File: src/hdl/bpe_merge.sv
`default_nettype none
module bpe_merge #(
  parameter int COORD_BITS = 32
) (
  input  wire logic                  clk,
  input  wire logic                  rst,
  input  wire logic                  done_en,
  input  wire logic [COORD_BITS-1:0] lane_x,
  input  wire logic [COORD_BITS-1:0] lane_y,
  input  wire logic [COORD_BITS-1:0] lane_z,
  output logic                       done,
  output logic [31:0]                surface_x,
  output logic [31:0]                surface_y,
  output logic [31:0]                surface_z
);

  logic [31:0] ext_x, ext_y, ext_z;

  generate
    if (COORD_BITS >= 32) begin : g_trunc
      assign ext_x = lane_x[31:0];
      assign ext_y = lane_y[31:0];
      assign ext_z = lane_z[31:0];
    end else begin : g_sext
      assign ext_x = {{(32-COORD_BITS){lane_x[COORD_BITS-1]}}, lane_x};
      assign ext_y = {{(32-COORD_BITS){lane_y[COORD_BITS-1]}}, lane_y};
      assign ext_z = {{(32-COORD_BITS){lane_z[COORD_BITS-1]}}, lane_z};
    end
  endgenerate

  always_ff @(posedge clk) begin
    if (rst) begin
      done <= 1'b0;
    end else begin
      done <= done_en;
    end
  end

  always_ff @(posedge clk) begin
    if (done_en) begin
      surface_x <= ext_x;
      surface_y <= ext_y;
      surface_z <= ext_z;
    end
  end

endmodule
`default_nettype wire

File: config.mk
export PLATFORM = sky130hd
export DESIGN_NAME = bpe_merge
export DESIGN_NICKNAME = d
export VERILOG_FILES = /design/src/hdl/bpe_merge.sv
export SDC_FILE = /design/constraint.sdc
export NUM_CORES = 1
export LEC_CHECK = 0
export BUFFER_PORTS_ARGS = -buffer_cell sky130_fd_sc_hd__buf_2
export CAP_MARGIN = 20
export CORE_MARGIN = 5
export CORE_UTILIZATION = 34
export CTS_CLUSTER_SIZE = 14
export DETAILED_ROUTE_END_ITERATION = 10
export PLACE_DENSITY = 0.67
export SKIP_LAST_GASP = 1
export SYNTH_ARGS = -nofsm -noshare
export SYNTH_HDL_FRONTEND = slang
export SYNTH_SLANG_ARGS = --single-unit
File: constraint.sdc
create_clock -name clk -period 0.8 [get_ports clk]
set_clock_uncertainty 0.15 [all_clocks]
set_input_delay 0.16 -clock clk [delete_from_list [all_inputs] [get_ports clk]]
set_output_delay 0.16 -clock clk [all_outputs]
set_load 0.005 [all_outputs]
Word level (Yosys, flattened, before mapping)
Index checks and enable logic that the tools add are counted.
- shift-type cells: 0
- div/mod/pow operators: 0
- bitwise gates (word level): 0
- reduce and logical (&&, ||, !) cells: 0
- eq/ne operators: 0
- magnitude comparators: 0
- muxes and demuxes: 0
- $add $sub $neg: 0
- multiply operators: 0
- output and inout bits: 97
- logic and storage cells: 4
- bits in latches: 0
- memory bits (writable): 0
- ROM bits: 0
- register bits after elaboration: 97
- memories: 0

Depth between registers and ports, before layout
- depth after elaboration: 0
- depth in mapped cells: 1
- gate-level depth less buffers: 1

Worst setup path before layout
Ideal clock, no wire load.
- path type: flip-flop to output port
- start: register surface_x[0]
- end: output port surface_x[0]
- arrival: 0.355 ns
- slack: 0.135 ns
- buffers on the path: 0
- cell stages (with the launch flop): 1
- cells stage by stage: edfxtp_1
- RTL lines (what ; RTL line ; text):
    start, declared ; 12 ; output logic [31:0] surface_x,
    start signal, assigned ; 41 ; surface_x <= ext_x;
No word-level cell between the ends.

Final worst setup path
- start: register surface_y[5]
- end: output port surface_y[5]
- RTL lines (what ; RTL line ; text):
    start, declared ; 13 ; output logic [31:0] surface_y,
    start signal, assigned ; 42 ; surface_y <= ext_y;
No word-level cell between the ends.

==> results by group <==
Pwr
  – Pint: between 7 and 8 mW
  – Clock power frac: 0.313
  – P per Cell Area: 2347 nW/µm²
  – Max rail drop VDD: 871.9 µV
  – Gate power share: 0.083
  – Switching Share: 0.2143
  – Sequential power share: 0.604
  – Switching power: 2.168 mW
  – Static Leakage: 1.861 nW

Worst setup path
  – Crit path arrival time: 900 ps
  – Setup CP Type: reg -> out
  – WP data required: 490 ps
  – Critical Path Max Stage Delay: 400 ps
  – Buffers plus inverters on the worst setup path: 1
  – Delay-heaviest family, CP: flip-flops
  – Setup crit start kind: flop
  – CP cell instances: buf_2
  – Crit-path max FO: 1
  – Crit-path slowest cell: edfxtp_1
  – Crit end category: primary output

Drt
  – Total wire length: between 7000 and 8000 µm
  – Drt first pass iters: 4
  – Iteration-0 DRC Markers: 52
  – Remaining DRCs: 0
  – ANT nets after route: 0
  – Average wire per standard cell: about 18 µm
  – Vias: 1,767
  – Via/cell ratio: about 4.2

Synthesis
  – Cells after Synth: 98
  – Post-Syn Area: 2917 µm²
  – Adder-cell share of the synthesized area: 0
  – Main combinational cell family by area after synthesis: simple AND/OR/NAND/NOR gates
  – Post-Syn Nets: a little under 200
  – Compound-gate portion of the synthesized area: 0
  – Warnings, synthesis: 0
  – Simple-Gate Fraction of Synth Area: 0.004719
  – Register area share after synthesis: 0.9953
  – Mux share of post-synthesis cell area: 0
  – Xor and xnor area share after synthesis: 0
  – Mean Syn Cell Area: roughly 30 µm²
  – Yosys reg bits: 97
  – Distinct cells, synth: 3

Timing
  – Final Hold Vio Count: between 90 and 100
  – Period utilization: 1.507
  – Fmax: 829.6 MHz
  – Final Setup Violations: 97
  – Post-layout minimum cycle time: 1205 ps
  – Relative slew slack: 0.8627
  – Hold WS: -174.3 ps
  – Worst-Margin Slew: between 200 and 250 ps
  – Final Max Slew Viols: 0
  – Setup WS post-layout: -405.5 ps
  – RSZ-0062 raised after global routing: yes

CTS
  – Root buf cell: clkbuf_8
  – Max clock buf depth: 2
  – Setup Buffers After CTS: 0
  – Sink Count: between 90 and 100
  – CTS HTree Levels: 3
  – CTS clk-pin slew, worst paths: 100 ps
  – CTS buffer count: 9
  – CTS tree: yes
  – CTS Hold Bufs: 1

Die
  – Core Box Area: 8299 µm²
  – Initial Util: 0.3514
  – Die ar.: roughly 11,000 µm²
  – Rows: 33
  – Die width: 102.6 µm
  – Top Ports: 196
  – Die height: 102.6 µm

Layout
  – Net count, final: 408
  – Area grow syn2layout: 47.79%
  – Layout cells sized above 1: 0.6901
  – Design Area, Final: between 4000 and 5000 µm²
  – Diodes inserted: 0

Placed design
  – DP Area: 4094 µm²
  – Dpl hpwl: 5831 µm
  – PortBufs: 195
  – Pre-CTS setup slack: -236.9 ps
  – GP Congestion: 0.7647

Status
  – Status: finished with violations
  – Violated checks: hold timing, setup timing

Global routing
  – Total track usage: 0.1279
  – First-pass GRT wire length: 9818 µm
  – Vias in the first global route: 1,854
  – Largest net degree at the start of global routing: 39
  – Overflow after GRT: 0
  – Initial antenna violation count: 0

Worst hold path
  – Worst hold path type: in -> reg

Job
  – Max-cap viol count: 0
-- registers in the layout, indices dropped and copies added, names as in the netlist --
register	count
surface_y	32
surface_x	32
done	1
surface_z	32
-- layout by cell type, fill, tap and decap left out, drive strengths merged --
| master | n |
|---|---|
| clkinvlp | 1 |
| clkinv | 1 |
| dfxtp | 1 |
| clkbuf | 9 |
| inv | 3 |
| edfxtp | 96 |
| bufinv | 1 |
| dlygate4sd3 | 1 |
| buf | 199 |
| nor2b | 1 |
-- power groups by stage --
| stage | clock network (mW) | registers, mW | logic (mW) |
|---|---|---|---|
| floorplan | 0 | 6.30 | 0.00442 |
| global placement | 0 | 6.21 | 0.843 |
| detailed placement | 0 | 6.23 | 0.857 |
| CTS | 3.29 | 6.12 | 0.867 |
| global route | 3.49 | 6.15 | 0.917 |
| finish | 3.17 | 6.11 | 0.843 |
-- timing repair --
| action | in CTS | in global routing |
|---|---|---|
| gates resized for setup | 2 | 0 |
| setup endpoints to repair | 97 | 97 |
| hold endpoints to repair | 97 | 96 |
-- cell families after synthesis --
logic type and after synthesis:
and+or+nand+nor 1, DFF 97
-- stage by stage --
| stage | hold WS, ps | cells | TNS, ps | total power [mW] | utilization |
|---|---|---|---|---|---|
| 6_report | -174.3 | 418 | -34730 | 10.12 | 0.5194 |
| 5_1_grt | -203.1 | 418 | -39990 | 10.55 | 0.5194 |
| 4_1_cts | -198.8 | 418 | -37690 | 10.28 | 0.5194 |
| 3_5_place_dp | 188.1 | 402 | -19670 | 7.087 | 0.4933 |
| 3_3_place_gp | 186.3 | 402 | -18850 | 7.053 | 0.4933 |
| 2_1_floorplan | 74.28 | 98 | 0 | 6.304 | - |
-- per-layer routing --
layer | global-route usage | vias to the layer above | routed length [µm] | part of all wire
met5 | 0 | - | 0 | 0
met2 | 0.2274 | 112 | 3799 | 0.52
met3 | 0.05480 | 12 | 998 | 0.14
li1 | - | 815 | - | -
met4 | 0.04743 | 0 | 129 | 0.018
met1 | 0.1343 | 828 | 2407 | 0.33
-- layout make-up --
type	instances	area (µm²)
Fill cell	709	3989
Sequential cell	97	2904
Timing Repair Buffer	200	1062
Tap cell	105	131.4
Clock buffer	9	123.9
Clock inverter	6	75.07
Multi-Input combinational cell	1	13.76
-- worst paths after layout --
path / slack [ps] / from / cells after the start / end
max: -410 / surface_y[5]$_DFFE_PP_ / 1 / surface_y[5]
min: -170 / lane_z[5] / 1 / surface_z[5]$_DFFE_PP_
-- synthesized netlist by cell type --
master / number / share of area
edfxtp_1: 96 / 0.99
nor2b_4: 1 / 0.0047
dfxtp_1: 1 / 0.0069
No activity file was read; power rests on OpenSTA's default activity.
