## src/hdl/bpe_pkg.sv

```systemverilog
`default_nettype none
package bpe_pkg;

  localparam int IDX_W  = 5;
  localparam int ADDR_W = 10;
  localparam int PARAM_W = 17;

  localparam logic [PARAM_W-1:0] ONE_Q16 = 17'h10000;

  localparam logic OP_WRITE = 1'b0;
  localparam logic OP_EVAL  = 1'b1;

  localparam logic [1:0] REG_POINTS_PER_ROW = 2'd0;
  localparam logic [1:0] REG_ROWS_IN_USE    = 2'd1;

  typedef enum logic [2:0] {
    S_IDLE,
    S_LOAD,
    S_LWAIT,
    S_MUL,
    S_ADD,
    S_DROP,
    S_ROW,
    S_DONE
  } bpe_state_t;

  typedef struct packed {
    logic               wr_en;
    logic [ADDR_W-1:0]  wr_addr;
    logic               rd_en;
    logic [ADDR_W-1:0]  rd_addr;
    logic [IDX_W-1:0]   rd_col;
    logic               mul_en;
    logic               sel_row;
    logic [PARAM_W-1:0] t;
    logic               add_en;
    logic               drop_en;
    logic [IDX_W-1:0]   pos;
    logic               row_en;
    logic [IDX_W-1:0]   row_pos;
  } bpe_ctrl_t;

endpackage
`default_nettype wire

```

## src/hdl/bpe_seq.sv

```systemverilog
`default_nettype none
module bpe_seq import bpe_pkg::*; #(
  parameter int MAX_ROW_POINTS = 8,
  parameter int MAX_ROWS       = 8
) (
  input  wire logic               clk,
  input  wire logic               rst,
  input  wire logic               start,
  input  wire logic               operation,
  input  wire logic [2:0]         row_index,
  input  wire logic [2:0]         column_index,
  input  wire logic [PARAM_W-1:0] param_u,
  input  wire logic [PARAM_W-1:0] param_v,
  input  wire logic               cfg_valid,
  input  wire logic [1:0]         cfg_index,
  input  wire logic [3:0]         cfg_data,
  output logic                    busy,
  output logic                    done_en,
  output bpe_ctrl_t               ctrl
);

  localparam int NPW = $clog2(MAX_ROW_POINTS + 1);
  localparam int NRW = $clog2(MAX_ROWS + 1);
  localparam int MW  = (NPW > NRW) ? NPW : NRW;
  localparam int CB  = $clog2(MAX_ROW_POINTS);
  localparam int RB  = $clog2(MAX_ROWS);

  bpe_state_t state, state_next;
  logic [3:0] points_per_row, rows_in_use;
  logic [NPW-1:0] np, c, c_next;
  logic [NRW-1:0] nr, r, r_next;
  logic [MW-1:0] m, m_next, j, j_next;
  logic vph, vph_next;
  logic [PARAM_W-1:0] pu, pv;
  logic accept, in_grid;

  assign accept = start && !busy;
  assign busy = (state != S_IDLE);
  assign in_grid = (int'(row_index) < MAX_ROWS) && (int'(column_index) < MAX_ROW_POINTS);

  always_comb begin
    if (points_per_row == 4'd0) begin
      np = NPW'(1);
    end else if (int'(points_per_row) > MAX_ROW_POINTS) begin
      np = NPW'(MAX_ROW_POINTS);
    end else begin
      np = NPW'(points_per_row);
    end
    if (rows_in_use == 4'd0) begin
      nr = NRW'(1);
    end else if (int'(rows_in_use) > MAX_ROWS) begin
      nr = NRW'(MAX_ROWS);
    end else begin
      nr = NRW'(rows_in_use);
    end
  end

  always_ff @(posedge clk) begin
    if (rst) begin
      points_per_row <= 4'd4;
      rows_in_use    <= 4'd4;
    end else if (cfg_valid) begin
      if (cfg_index == REG_POINTS_PER_ROW) begin
        points_per_row <= cfg_data;
      end else if (cfg_index == REG_ROWS_IN_USE) begin
        rows_in_use <= cfg_data;
      end
    end
  end

  always_ff @(posedge clk) begin
    if (accept && operation == OP_EVAL) begin
      pu <= (param_u > ONE_Q16) ? ONE_Q16 : param_u;
      pv <= (param_v > ONE_Q16) ? ONE_Q16 : param_v;
    end
  end

  always_ff @(posedge clk) begin
    if (rst) begin
      state <= S_IDLE;
      r     <= '0;
      c     <= '0;
      m     <= '0;
      j     <= '0;
      vph   <= 1'b0;
    end else begin
      state <= state_next;
      r     <= r_next;
      c     <= c_next;
      m     <= m_next;
      j     <= j_next;
      vph   <= vph_next;
    end
  end

  always_comb begin
    state_next = state;
    r_next = r;
    c_next = c;
    m_next = m;
    j_next = j;
    vph_next = vph;
    done_en = 1'b0;
    ctrl = '0;
    ctrl.wr_en = accept && (operation == OP_WRITE) && in_grid;
    ctrl.wr_addr = ADDR_W'({RB'(row_index), CB'(column_index)});
    ctrl.rd_addr = ADDR_W'({RB'(r), CB'(c)});
    ctrl.rd_col = IDX_W'(c);
    ctrl.sel_row = vph;
    ctrl.t = vph ? pv : pu;
    ctrl.pos = IDX_W'(m - MW'(1));
    ctrl.row_pos = IDX_W'(r);
    unique case (state)
      S_IDLE: begin
        if (accept && operation == OP_EVAL) begin
          state_next = S_LOAD;
          r_next = '0;
          c_next = '0;
          vph_next = 1'b0;
        end
      end
      S_LOAD: begin
        ctrl.rd_en = 1'b1;
        c_next = c + NPW'(1);
        if (c == np - NPW'(1)) begin
          state_next = S_LWAIT;
        end
      end
      S_LWAIT: begin
        m_next = MW'(np);
        j_next = '0;
        state_next = (np == NPW'(1)) ? S_ROW : S_MUL;
      end
      S_MUL: begin
        ctrl.mul_en = 1'b1;
        state_next = S_ADD;
      end
      S_ADD: begin
        ctrl.add_en = 1'b1;
        j_next = j + MW'(1);
        state_next = (j == m - MW'(2)) ? S_DROP : S_MUL;
      end
      S_DROP: begin
        ctrl.drop_en = 1'b1;
        m_next = m - MW'(1);
        j_next = '0;
        if (m == MW'(2)) begin
          state_next = vph ? S_DONE : S_ROW;
        end else begin
          state_next = S_MUL;
        end
      end
      S_ROW: begin
        ctrl.row_en = 1'b1;
        r_next = r + NRW'(1);
        c_next = '0;
        if (r == nr - NRW'(1)) begin
          vph_next = 1'b1;
          m_next = MW'(nr);
          j_next = '0;
          state_next = (nr == NRW'(1)) ? S_DONE : S_MUL;
        end else begin
          state_next = S_LOAD;
        end
      end
      S_DONE: begin
        done_en = 1'b1;
        state_next = S_IDLE;
      end
      default: state_next = S_IDLE;
    endcase
  end

endmodule
`default_nettype wire

```

## config.mk

```make
export PLATFORM = sky130hd
export DESIGN_NAME = bpe_seq
export DESIGN_NICKNAME = d
export VERILOG_FILES = /design/src/hdl/bpe_pkg.sv /design/src/hdl/bpe_seq.sv
export SDC_FILE = /design/constraint.sdc
export NUM_CORES = 1
export LEC_CHECK = 0
export ABC_AREA = 0
export BUFFER_PORTS_ARGS = -buffer_cell sky130_fd_sc_hd__buf_2
export CAP_MARGIN = 0
export CORE_ASPECT_RATIO = 1.5
export CORE_MARGIN = 2
export CORE_UTILIZATION = 45
export CTS_CLUSTER_SIZE = 24
export DETAILED_ROUTE_END_ITERATION = 10
export PLACE_DENSITY = 0.71
export SLEW_MARGIN = 20
export SYNTH_ARGS = -nofsm -noshare
export SYNTH_HDL_FRONTEND = slang
export SYNTH_SLANG_ARGS = --single-unit
```

## constraint.sdc

```tcl
create_clock -name clk -period 3.5 [get_ports clk]
set_input_delay 0.7 -clock clk [delete_from_list [all_inputs] [get_ports clk]]
set_output_delay 0.7 -clock clk [all_outputs]
set_load 0.01 [all_outputs]
```

After elaboration in Yosys (flattened, before gate mapping)
Index checks and enable logic that the tools add are counted.
{ "op_classes": {"addsub": 8, "magnitude_cmp": 4, "eq_ne": 17, "muxes": 30, "n_bitwise": 2, "reduce_logical": 22} }
{ "ops": {"columns": ["cell", "count"], "rows": [
  ["4-bit one-hot mux with 3 select lines", 3],
  ["17-bit > comparator (second input constant)", 2],
  ["4-bit two-way mux", 7],
  ["3-bit one-hot mux with 8 select lines", 1],
  ["3-bit two-way mux", 7],
  ["17-bit two-way mux", 1],
  ["4-bit by 1-bit adder with 4-bit output (second input constant)", 3],
  ["3-bit == test (second input constant)", 4],
  ["4-bit == test", 3],
  ["2-bit AND reduction", 6],
  ["3-bit nonzero test", 4],
  ["4-bit by 1-bit subtractor with 4-bit output (second input constant)", 3],
  ["1-bit two-way mux", 9],
  ["4-bit by 1-bit == test with 1-bit output (second input constant)", 2],
  ["4-bit > comparator (second input constant)", 2],
  ["4-bit logical NOT", 2],
  ["4-bit one-hot mux with 2 select lines", 1],
  ["3-bit by 2-bit == test with 1-bit output (second input constant)", 2],
  ["2-bit inequality test (second input constant)", 3],
  ["3-bit AND reduction", 2],
  ["4-bit by 1-bit subtractor with 5-bit output (second input constant)", 1],
  ["4-bit by 2-bit == test with 1-bit output (second input constant)", 1],
  ["4-bit by 2-bit subtractor with 4-bit output (second input constant)", 1],
  ["3-bit by 1-bit == test with 1-bit output (second input constant)", 1],
  ["other kinds (9)", 12]
]} }
{ "word_totals": {"reg_bits": 62, "input_bits": 51, "output_inout_bits": 61} }

Logic depth before layout (Yosys ltp)
Gate-level depths: netlist of the first run.
{ "depth": {"depth_word": 7, "depth_mapped": 9, "depth_no_buf": 9} }

Least setup slack after synthesis of the first run
No wires, ideal clock.
{ "synth_timing": {"kind": "register -> register", "start": "reg state[0]", "end": "reg r[0]", "setup_time_ns": 0.128, "arrival_time_ns": 2.041, "slack_ns": 1.332, "stages_incl_launch_ff": 8, "path_cell_list": "dfxtp_1 buf_4 nor3_1 nand3_1 inv_1 nor2_1 a21oi_1 nor2_1"} }
{ "synth_between": {"elab_chain_cells": 6, "elab_cells_between_ends": 10, "cone_classes": "eq/ne (2); mux (1); reduce/logical (7)"} }
{ "synth_rtl": {"columns": ["item", "line_no", "text"], "rows": [
  ["from (decl)", "bpe_seq.sv:28", "bpe_state_t state, state_next;"],
  ["from (signal assigned)", "bpe_seq.sv:87", "state <= state_next;"],
  ["3-bit nonzero test", "bpe_seq.sv:38", "assign busy = (state != S_IDLE);"],
  ["1-bit logical NOT", "bpe_seq.sv:37", "assign accept = start && !busy;"],
  ["1-bit logical AND", "bpe_seq.sv:37", null],
  ["1-bit logical AND", "bpe_seq.sv:115", "if (accept && operation == OP_EVAL) begin"],
  ["2-bit inequality test (no source line)", null, null],
  ["2-bit AND reduction (no source line)", null, null],
  ["to (signal assigned)", "bpe_seq.sv:88", "r <= r_next;"],
  ["to (decl)", "bpe_seq.sv:31", "logic [NRW-1:0] nr, r, r_next;"]
]} }
Several ways; a longest one is shown, not always the timed one.
A chain may end at the register's enable or synchronous reset.

==> impl_results.md, run 1 <==
- CP startpoint kind: flip-flop
- Cell variety after synth: 54
- Reg2Reg Depth: 7
- Ports: 112
- ANT cells: 0
- DR pass1 iterations: 4
- Dpl ws: 1160 ps
- Fin area: 4160 um2
- Post-CTS Setup Bufs: 0
- Share of the synthesized area in the top cell type: 29.1%
- Max Cap Viol: 0
- Max Slew Vio Count: 0
- Post-DP HPWL: 5990 um
- Post-synthesis xor/xnor area fraction: 4.14%
- Compound-cell area share of the yosys netlist: 11.4%
- Initial DRC count: 209
- CTS tree: built
- Multiplexer area fraction after synthesis: 8.02%
- Post-route antenna net violation count: 0
- First-pass GRT wire length: 12,800 um
- # resized after CTS: 0
- Cell count after synthesis: 351
- Sum Neg Setup Slack: 0 ps
- Period Utilization, post-route: 75.2%
- Worst-path clk slew: 60 ps
- Synth Cell Area: 3510 um2
- Worst VDD drop: 0.430 mV
- Internal power: 1.35 mW
- Post-synthesis average cell area: 10.0 um2
- R2R Path Start: state[0]
- Clock Sinks: 62
- Avg WL per Cell: 15.2 um
- Logic pwr share: 9.9%
- Max Root-Sink Buffers: 2
- DRC: 0
- WHS: 491 ps
- Worst Path Max Fanout: 19
- Leak Pwr: 1.77 nW
- DR vias: 2,847
- Synth area leaders: edfxtp_1, dfxtp_1, nor2b_1
- Placed Instance Area: 3880 um2
- Post-Route WL: 8020 um
- Final nets: 484
- Area leader, netlist: edfxtp_1
- Ys async rst share: 0%
- Post-synth EDFFs: 34
- Pwr Density: 434 nW/um2
- Sw Ratio: 24.9%
- DIE WIDTH: 76.1 um
- CP Class: flip-flop to output pin
- Overall routing resource usage: 19.2%
- Setup violators final: 0
- Arrival @ worst endpoint: 1930 ps
- Seq cells post-synth: 62
- Die area: 8540 um2
- Status: finished, final reports clean
- Total power: 1.80 mW
- Clk network pwr share: 44.7%
- Final Hold Viols: 0
- Skew final: 4.53 ps
- Largest net degree at the start of global routing: 37
- Synth Area in Adders: 3.92%
- Final RePlAce weighted congestion: 0.893
- Post-Synth Simple-Gate Area: 18.4%
- Initial antenna violation count: 0
- RSZ-0062 raised after global routing: no
- Port bufs: 89
- Area Growth Syn to Fin: 18.4%
- Finished Core Util: 54.6%
- Worst setup margin: 867 ps
- Slew @ Worst Pin: 900 ps
- Vias in the first global route: 2,717
- WHS Path Cells: 2
- Fmax: 380 MHz
- # rows: 39
- Clock insertion delay at the later pin of the skew report: 330 ps
- Min-delay src: rows_in_use[0]
- Most frequent cells after synthesis: edfxtp_1, nor2b_1, dfxtp_1, nor2_1, buf_4
- Layout cells sized above 1: 30.4%
- Worst min path class: flip-flop to flip-flop
- Net Switching: 0.450 mW
- # fillers: 688
- Core Region: 7610 um2
- Hold Buf Count CTS: 0
- Die Ht: 112 um
- Starting Density: 46.1%
- Placed cells: 513
- Primary FF master, synth: edfxtp_1
- Synthesis Warnings: 0
- Slew HR: 39.9%
- Total gr overflow: 0
- Final std cells w/o fill: 529
- Post-layout min period: 2630 ps
- CTS buffer count: 9
- Average vias per placed instance: 5.38
- Critical path startpoint: state[0]
- Worst Path Required: 2800 ps
- Clock root cell: clkbuf_16
- CTS H-Tree Depth: 3
- Seq pwr share: 45.4%
- Worst setup EP type: output pin
- Combinational family with the most area after synthesis: simple AND/OR/NAND/NOR gates
- Sequential area share after synthesis: 45.1%
-- routing by layer --
layer / track usage (%) / wire (um) / vias to the layer above
li1: - / - / 1366
met1: 20.3 / 3020 / 1342
met2: 34.8 / 4280 / 116
met3: 3.22 / 440 / 23
met4: 13.0 / 277 / 0
met5: 0 / 0 / -
-- critical path, stage by stage, from the launching register on --
cell and delay (ps):
dfxtp_1 490, nor3_1 570, inv_1 160, nor3b_1 210, buf_2 160
-- cell usage in the layout, fill, tap and decap left out, drive strengths merged, types with 3 or more instances in the layout --
cell type,count
buf,90
nand3b,3
ha,11
nor2,28
o21ai,9
a22oi,3
dfxtp,28
o22ai,3
nor3,8
nand2b,4
xor2,11
clkinvlp,5
a21oi,11
nor2b,34
nor4,9
mux2,17
xnor2,3
clkbuf,9
inv,18
nand2,16
edfxtp,34
nor3b,3
nand3,9
a31oi,7
o211a,3
conb,10
mux2i,9
-- power by group through the flow --
stage | clock network [mW] | logic, mW | registers, mW
floorplan | 0 | 0.132 | 0.824
global placement | 0 | 0.175 | 0.832
detailed placement | 0 | 0.179 | 0.834
CTS | 0.820 | 0.180 | 0.819
global route | 0.849 | 0.199 | 0.822
finish | 0.806 | 0.179 | 0.819
-- registers in the layout, summed over array words and instances (netlist names) --
register / cells
pu: 17
pv: 17
c: 4
j: 4
m: 4
points_per_row: 4
r: 4
rows_in_use: 4
state: 3
vph: 1
-- kinds of logic (layout without fill, tap and decap cells) --
kind of cell               count (synthesis)  after routing
DFF                                       62             62
other                                      1             10
buffers and inverters                     57            124
xor gates and xnor gates                  15             15
and+or+nand+nor                          122            122
AOI/OAI and AO/OA                         57             57
adders and majority gates                 11             11
muxes                                     26             26
-- worst paths after layout --
kind / slack [ps] / endpoint
min reg2reg: 490 / rows_in_use[0]
max reg2reg: 1150 / r[0]
max: 870 / ctrl[58]
min: 490 / rows_in_use[0]
-- layout make-up --
cell class / instances / area [um2] / area share, %
Clock inverter: 7 / 51.3 / 1.23
Multi-Input combinational cell: 241 / 1650 / 39.7
Sequential cell: 62 / 1580 / 38.0
Timing Repair Buffer: 90 / 453 / 10.9
Tap cell: 102 / 128 / 3.07
Clock buffer: 9 / 225 / 5.42
Inverter: 18 / 67.6 / 1.63
Note: power is estimated with default switching activity, not from simulation.
==> run 2: changes to the inputs <==
PLACE_DENSITY = 0.74   (was 0.71)
clock period = 2.3 ns   (was 3.5 ns; I/O delays follow)
==> run 2 against run 1 <==
Effect of this change:
- sequential share of layout area decreased by 1.5 points
- clock power increased by 110%
- worst setup slack got worse by 730 ps
- via count decreased by 0.53%
- die area unchanged
- count of clock-buffer cells in the layout unchanged
- design area increased by 4.2%
- critical path depth unchanged
- non-clock buffer count increased by 8
- total power increased by 77%
- sequential cell count unchanged
- critical path type unchanged
- highest routed layer unchanged
==> impl_results.md, run 2 (synthesis gave the netlist of run 1 again) <==
- Status: finished, final reports clean
- Worst-path clk slew: 50 ps (about the same)
- Max Cap Viol: 0 (unchanged)
- Arrival @ worst endpoint: 1700 ps (-230 ps)
- Total gr overflow: 0 (unchanged)
- Final std cells w/o fill: 537 (+1.5%)
- Finished Core Util: 56.9% (+2.3 points)
- CP Class: flip-flop to output pin
- Pwr Density: 738 nW/um2 (+70%)
- CP startpoint kind: flip-flop
- Max Root-Sink Buffers: 2 (unchanged)
- CP peak stage delay: 650 ps (+80 ps)
- Final RePlAce weighted congestion: 0.837 (-6.3%)
- Leak Pwr: 1.88 nW (+5.9%)
- Die area: 8540 um2 (unchanged)
- # fillers: 691 (+0.44%)
- Max Slew Vio Count: 0 (unchanged)
- Commonest non-fill, non-tap cell in the layout: buf_2
- Skew final: 3.48 ps (-1.05 ps)
- Average vias per placed instance: 5.27 (-2.0%)
- Starting Density: 46.1% (unchanged)
- Period Utilization, post-route: 94.1%
- Clock insertion delay at the later pin of the skew report: 320 ps (about the same)
- CTS tree: built
- Overall routing resource usage: 18.8% (-0.42 points)
- Slew HR: 36.3% (-3.6 points)
- DR vias: 2,832 (-0.53%)
- Ports: 112 (unchanged)
- Worst setup EP type: output pin
- CTS H-Tree Depth: 3 (unchanged)
- CTS buffer count: 9 (unchanged)
- ANT cells: 0 (unchanged)
- Layout cells sized above 1: 32.0% (+1.5 points)
- Total power: 3.20 mW (+77%)
- Post-DP HPWL: 6050 um (+1.1%)
- Top delay family on crit path: flip-flops
- Worst path slowest cell: dfxtp_1
- DR pass1 iterations: 4 (unchanged)
- Core Region: 7610 um2 (unchanged)
- Final nets: 492 (+1.7%)
- Post-Route WL: 7980 um (-0.52%)
- Crit path cell chain: inv_2 > nand3_1 > inv_1 > buf_2
- Post-layout min period: 2160 ps
- Placed Instance Area: 3950 um2 (+1.7%)
- Final Hold Viols: 0 (unchanged)
- Fin area: 4330 um2 (+4.2%)
- WHS: 390 ps (-102 ps)
- Initial DRC count: 112 (-46%)
- Worst Path Max Fanout: 14 (-5)
- Port bufs: 89 (unchanged)
- Worst min path class: primary input to flip-flop
- Clock root cell: clkbuf_16
- Die Ht: 112 um (unchanged)
- Area Growth Syn to Fin: 23.4%
- DRC: 0 (unchanged)
- Fmax: 462 MHz
- Worst Path Required: 1840 ps (-960 ps)
- Worst VDD drop: 0.668 mV (+55%)
- # rows: 39 (unchanged)
- Hold Buf Count CTS: 0 (unchanged)
- DIE WIDTH: 76.1 um (unchanged)
- Slew @ Worst Pin: 943 ps (+43.4 ps)
- Largest net degree at the start of global routing: 37 (unchanged)
- Largest regs: pu: 17 flops, pv: 17 flops
- Buffer and inverter count on the worst path: 3 (+1)
- Placed cells: 520 (+1.4%)
- Avg WL per Cell: 14.9 um (-2.0%)
- Clock Sinks: 62 (unchanged)
- Initial antenna violation count: 0 (unchanged)
- Post-route antenna net violation count: 0 (unchanged)
- First-pass GRT wire length: 12,600 um (-1.6%)
- Vias in the first global route: 2,654 (-2.3%)
- Commonest cells after routing, fill and taps aside: buf_2, nor2b_1, edfxtp_1, nor2_1, dfxtp_1
- Setup violators final: 0 (unchanged)
-- run 2: cell count changes in the layout (fill, tap and decap cells not counted) --
| cell | change |
|---|---|
| buf_4 | +7 |
| buf_12 | +1 |
| clkinv_4 | +2 |
| clkinv_2 | -1 |
| clkinvlp_4 | -5 |
| bufinv_16 | +4 |
| nor3_2 | +1 |
| nor3_1 | -1 |
| a2111oi_0 | -1 |
| a2111oi_1 | +1 |
-- run 2: final timing paths --
path | from | endpoint | slack (ps) | cells past startpoint
setup / recovery | state[2] | ctrl[47] | 140 | 4
setup reg to reg | rows_in_use[2] | state[2] | 140 | 9
hold reg to reg | points_per_row[0] | points_per_row[0] | 500 | 2
hold / removal | cfg_data[3] | rows_in_use[3] | 390 | 3
-- run 2: report_power, final --
group          total, mW  internal [mW]  switching (mW)
sequential          1.24           1.22          0.0206
clock               1.66           1.17           0.488
combinational      0.297          0.130           0.167
total               3.20           2.52           0.677
-- run 2: worst reg2reg max path, delay by kind of cell (launching register included) --
family | cells | cell delay [ps]
AND/OR/NAND/NOR | 2 | 270
adder cells (fa/ha/maj) | 1 | 190
AO/OA/AOI/OAI | 3 | 790
flip-flops | 1 | 340
XOR/XNOR | 2 | 390
buffers and inverters | 1 | 70
-- run 2: timing repair --
item,in CTS,in global routing
gates resized for setup,0,2
buffers inserted,0,1
endpoints found under the setup margin,0,3
endpoints found under the hold margin,0,0
-- run 2: metrics by stage --
| stage | setup slack [ps] | setup TNS, ps |
|---|---|---|
| floorplan | 132 | 0 |
| global placement | 240 | 0 |
| detailed placement | 170 | 0 |
| CTS | 87.2 | 0 |
| global route | -3.53 | -3.53 |
| finish | 136 | 0 |
-- run 2: final cells by class --
class	count	area (um2)	area share [%]
well taps	102	128	2.95
multi-input cells	241	1660	38.3
clock buffers	9	225	5.20
flip-flops and latches	62	1580	36.5
repair buffers	98	526	12.1
inverters	18	67.6	1.56
clock inverters	7	146	3.38
-- run 2: metal layers --
metal / routed length [um] / GRT usage (%) / up-vias
met5: 0 / 0 / -
met4: 244 / 8.97 / 0
met3: 394 / 4.82 / 20
met2: 4310 / 35.5 / 106
met1: 3030 / 19.1 / 1325
li1: - / - / 1381
==> run 3: changes to the inputs <==
CORE_UTILIZATION = 46   (was 45)
PLACE_DENSITY = 0.75   (was 0.74)
==> run 3 against run 2 <==
Effect of this change:
- fmax decreased by 1.9%
- register-to-register slack got worse by 40 ps
- critical path type is now flip-flop to flip-flop
- combinational power barely moved
- design area shrank 0.40%
- first-iteration DRC count is 60% higher
- worst hold slack improved by 9.0 ps
- global-route usage increased by 1.1 points
- count of clock-buffer cells in the layout stayed put
- core utilization up 0.51 points
==> impl_results.md, run 3 (synthesis gave the netlist of run 1 again) <==
- Reg2Reg Depth: 7 (-2)
- Multi-input logic area: 1670 um2 (+0.83%)
- Period Utilization, post-route: 95.9% (+1.8 points)
- Reg-to-reg slack, setup: 90 ps (-40 ps)
- Initial DRC count: 179 (+60%)
- Pwr Density: 716 nW/um2 (-3.0%)
- Fmax: 453 MHz (-1.9%)
- Total power: 3.09 mW (-3.4%)
- Commonest non-fill, non-tap cell in the layout: buf_2
- DRC: 0 (unchanged)
- Arrival @ worst endpoint: 2390 ps (+690 ps)
- Max Cap Viol: 0 (unchanged)
- Max Root-Sink Buffers: 2 (unchanged)
- Highest routed layer: met4
- Core Region: 7510 um2 (-1.3%)
- Die area: 8360 um2 (-2.1%)
- WL met3: 447 um (+13%)
- Min-delay src: cfg_data[3]
- Register area: 1580 um2 (unchanged)
- Leak Pwr: 1.86 nW (-0.78%)
- ANT cells: 0 (unchanged)
- Die Ht: 111 um (-1.1%)
- WL met2: 4470 um (+3.7%)
- DR vias: 2,906 (+2.6%)
- CTS buffer count: 9 (unchanged)
- Final nets: 491 (-0.20%)
- WHS Endpoint: points_per_row[3]
- Slew HR: 40.4% (+4.1 points)
- Final Hold Viols: 0 (unchanged)
- Overall routing resource usage: 19.9% (+1.1 points)
- Post-Route WL: 8130 um (+1.9%)
- CP startpoint kind: flip-flop
- Worst VDD drop: 0.659 mV (-1.3%)
- Status: finished, final reports clean
- Worst min path class: primary input to flip-flop
- Commonest cells after routing, fill and taps aside: buf_2, nor2b_1, edfxtp_1, nor2_1, dfxtp_1
- Post-CTS Setup Bufs: 0 (unchanged)
- Clock root cell: clkbuf_16
- WHS Path Cells: 3 (unchanged)
- Post-layout min period: 2210 ps (+41.2 ps)
- Area Growth Syn to Fin: 22.9%
- Max Slew Vio Count: 0 (unchanged)
- Largest regs: pu: 17 flops, pv: 17 flops
- Worst Path Max Fanout: 4 (-10)
- Worst setup EP type: flip-flop
- CTS tree: built
- Clock insertion delay at the later pin of the skew report: 320 ps (about the same)
- CP Class: flip-flop to flip-flop
- Layout cells sized above 1: 32.3% (+0.30 points)
- Hold Buf Count CTS: 0 (unchanged)
- Slew @ Worst Pin: 882 ps (-61.2 ps)
- DR pass1 iterations: 4 (unchanged)
- Post-route antenna net violation count: 0 (unchanged)
- Total gr overflow: 0 (unchanged)
- Vias in the first global route: 2,761 (+4.0%)
- WHS: 399 ps (+8.96 ps)
- Port bufs: 89 (unchanged)
- Clock Sinks: 62 (unchanged)
- # resized after CTS: 0 (unchanged)
- Starting Density: 46.7% (+0.60 points)
- Final RePlAce weighted congestion: 0.852 (+1.9%)
- Ports: 112 (unchanged)
- M1 WL: 2950 um (-2.4%)
- # fillers: 687 (-0.58%)
- Setup violators final: 0 (unchanged)
- Fin area: 4310 um2 (-0.40%)
- Average vias per placed instance: 5.42 (+2.8%)
- CTS H-Tree Depth: 3 (unchanged)
- Worst-path clk slew: 60 ps (about the same)
- Initial antenna violation count: 0 (unchanged)
- # rows: 39 (unchanged)
- Largest net degree at the start of global routing: 37 (unchanged)
- Skew final: 5.69 ps (+2.20 ps)
- Worst Path Required: 2490 ps (+650 ps)
- Crit Reg-Reg Endpoint: state[1]
- Placed Instance Area: 3950 um2 (unchanged)
- First-pass GRT wire length: 12,700 um (+0.98%)
- Post-DP HPWL: 6080 um (+0.42%)
- DIE WIDTH: 75.3 um (-1.0%)
- R2R Path Start: rows_in_use[1]
- Avg WL per Cell: 15.2 um (+2.1%)
run 3: final cells by class:
class / instances / area share (%)
tap: 102 / 2.96
timing repair buffer: 97 / 12.0
inverter: 18 / 1.57
clock inverter: 7 / 2.84
multi-input combinational: 241 / 38.7
clock buffer: 9 / 5.22
sequential: 62 / 36.7
run 3: routing by layer:
| layer | vias up | GRT usage [%] |
|---|---|---|
| met5 | - | 0 |
| met4 | 0 | 9.12 |
| met3 | 19 | 4.45 |
| met2 | 111 | 36.8 |
| met1 | 1395 | 19.8 |
| li1 | 1381 | - |
run 3: power breakdown:
group,leakage [nW],internal [mW],switching [mW],total [mW]
combinational,1.15,0.129,0.168,0.297
clock,0.162,1.06,0.489,1.55
sequential,0.550,1.22,0.0227,1.24
total,1.86,2.41,0.680,3.09
run 3: worst max path at each step:
stage | end | slack (ps) | start
2_1_floorplan | r[0] | 130 | state[0]
3_3_place_gp | state[2] | 240 | rows_in_use[2]
3_5_place_dp | state[1] | 170 | rows_in_use[1]
4_1_cts | ctrl[9] | 130 | m[1]
5_1_grt | state[2] | -30 | rows_in_use[1]
6_report | state[1] | 90 | rows_in_use[1]
run 3: critical path: stages (launching register included):
cell and delay (ps):
dfxtp_1 330, o21ba_2 250, nor2_1 130, ha_1 260
xor2_1 160, nor3_1 250, o211ai_1 230, a2111oi_0 450
run 3: through the flow:
stage / util [%] / setup WS [ps] / instances / setup TNS [ps]
finish: 57.4 / 94.9 / 536 / 0
CTS: 57.1 / 127 / 536 / 0
detailed placement: 52.5 / 174 / 520 / 0
global route: 57.4 / -33.9 / 536 / -38.6
global placement: 52.5 / 235 / 520 / 0
floorplan: - / 132 / 360 / 0
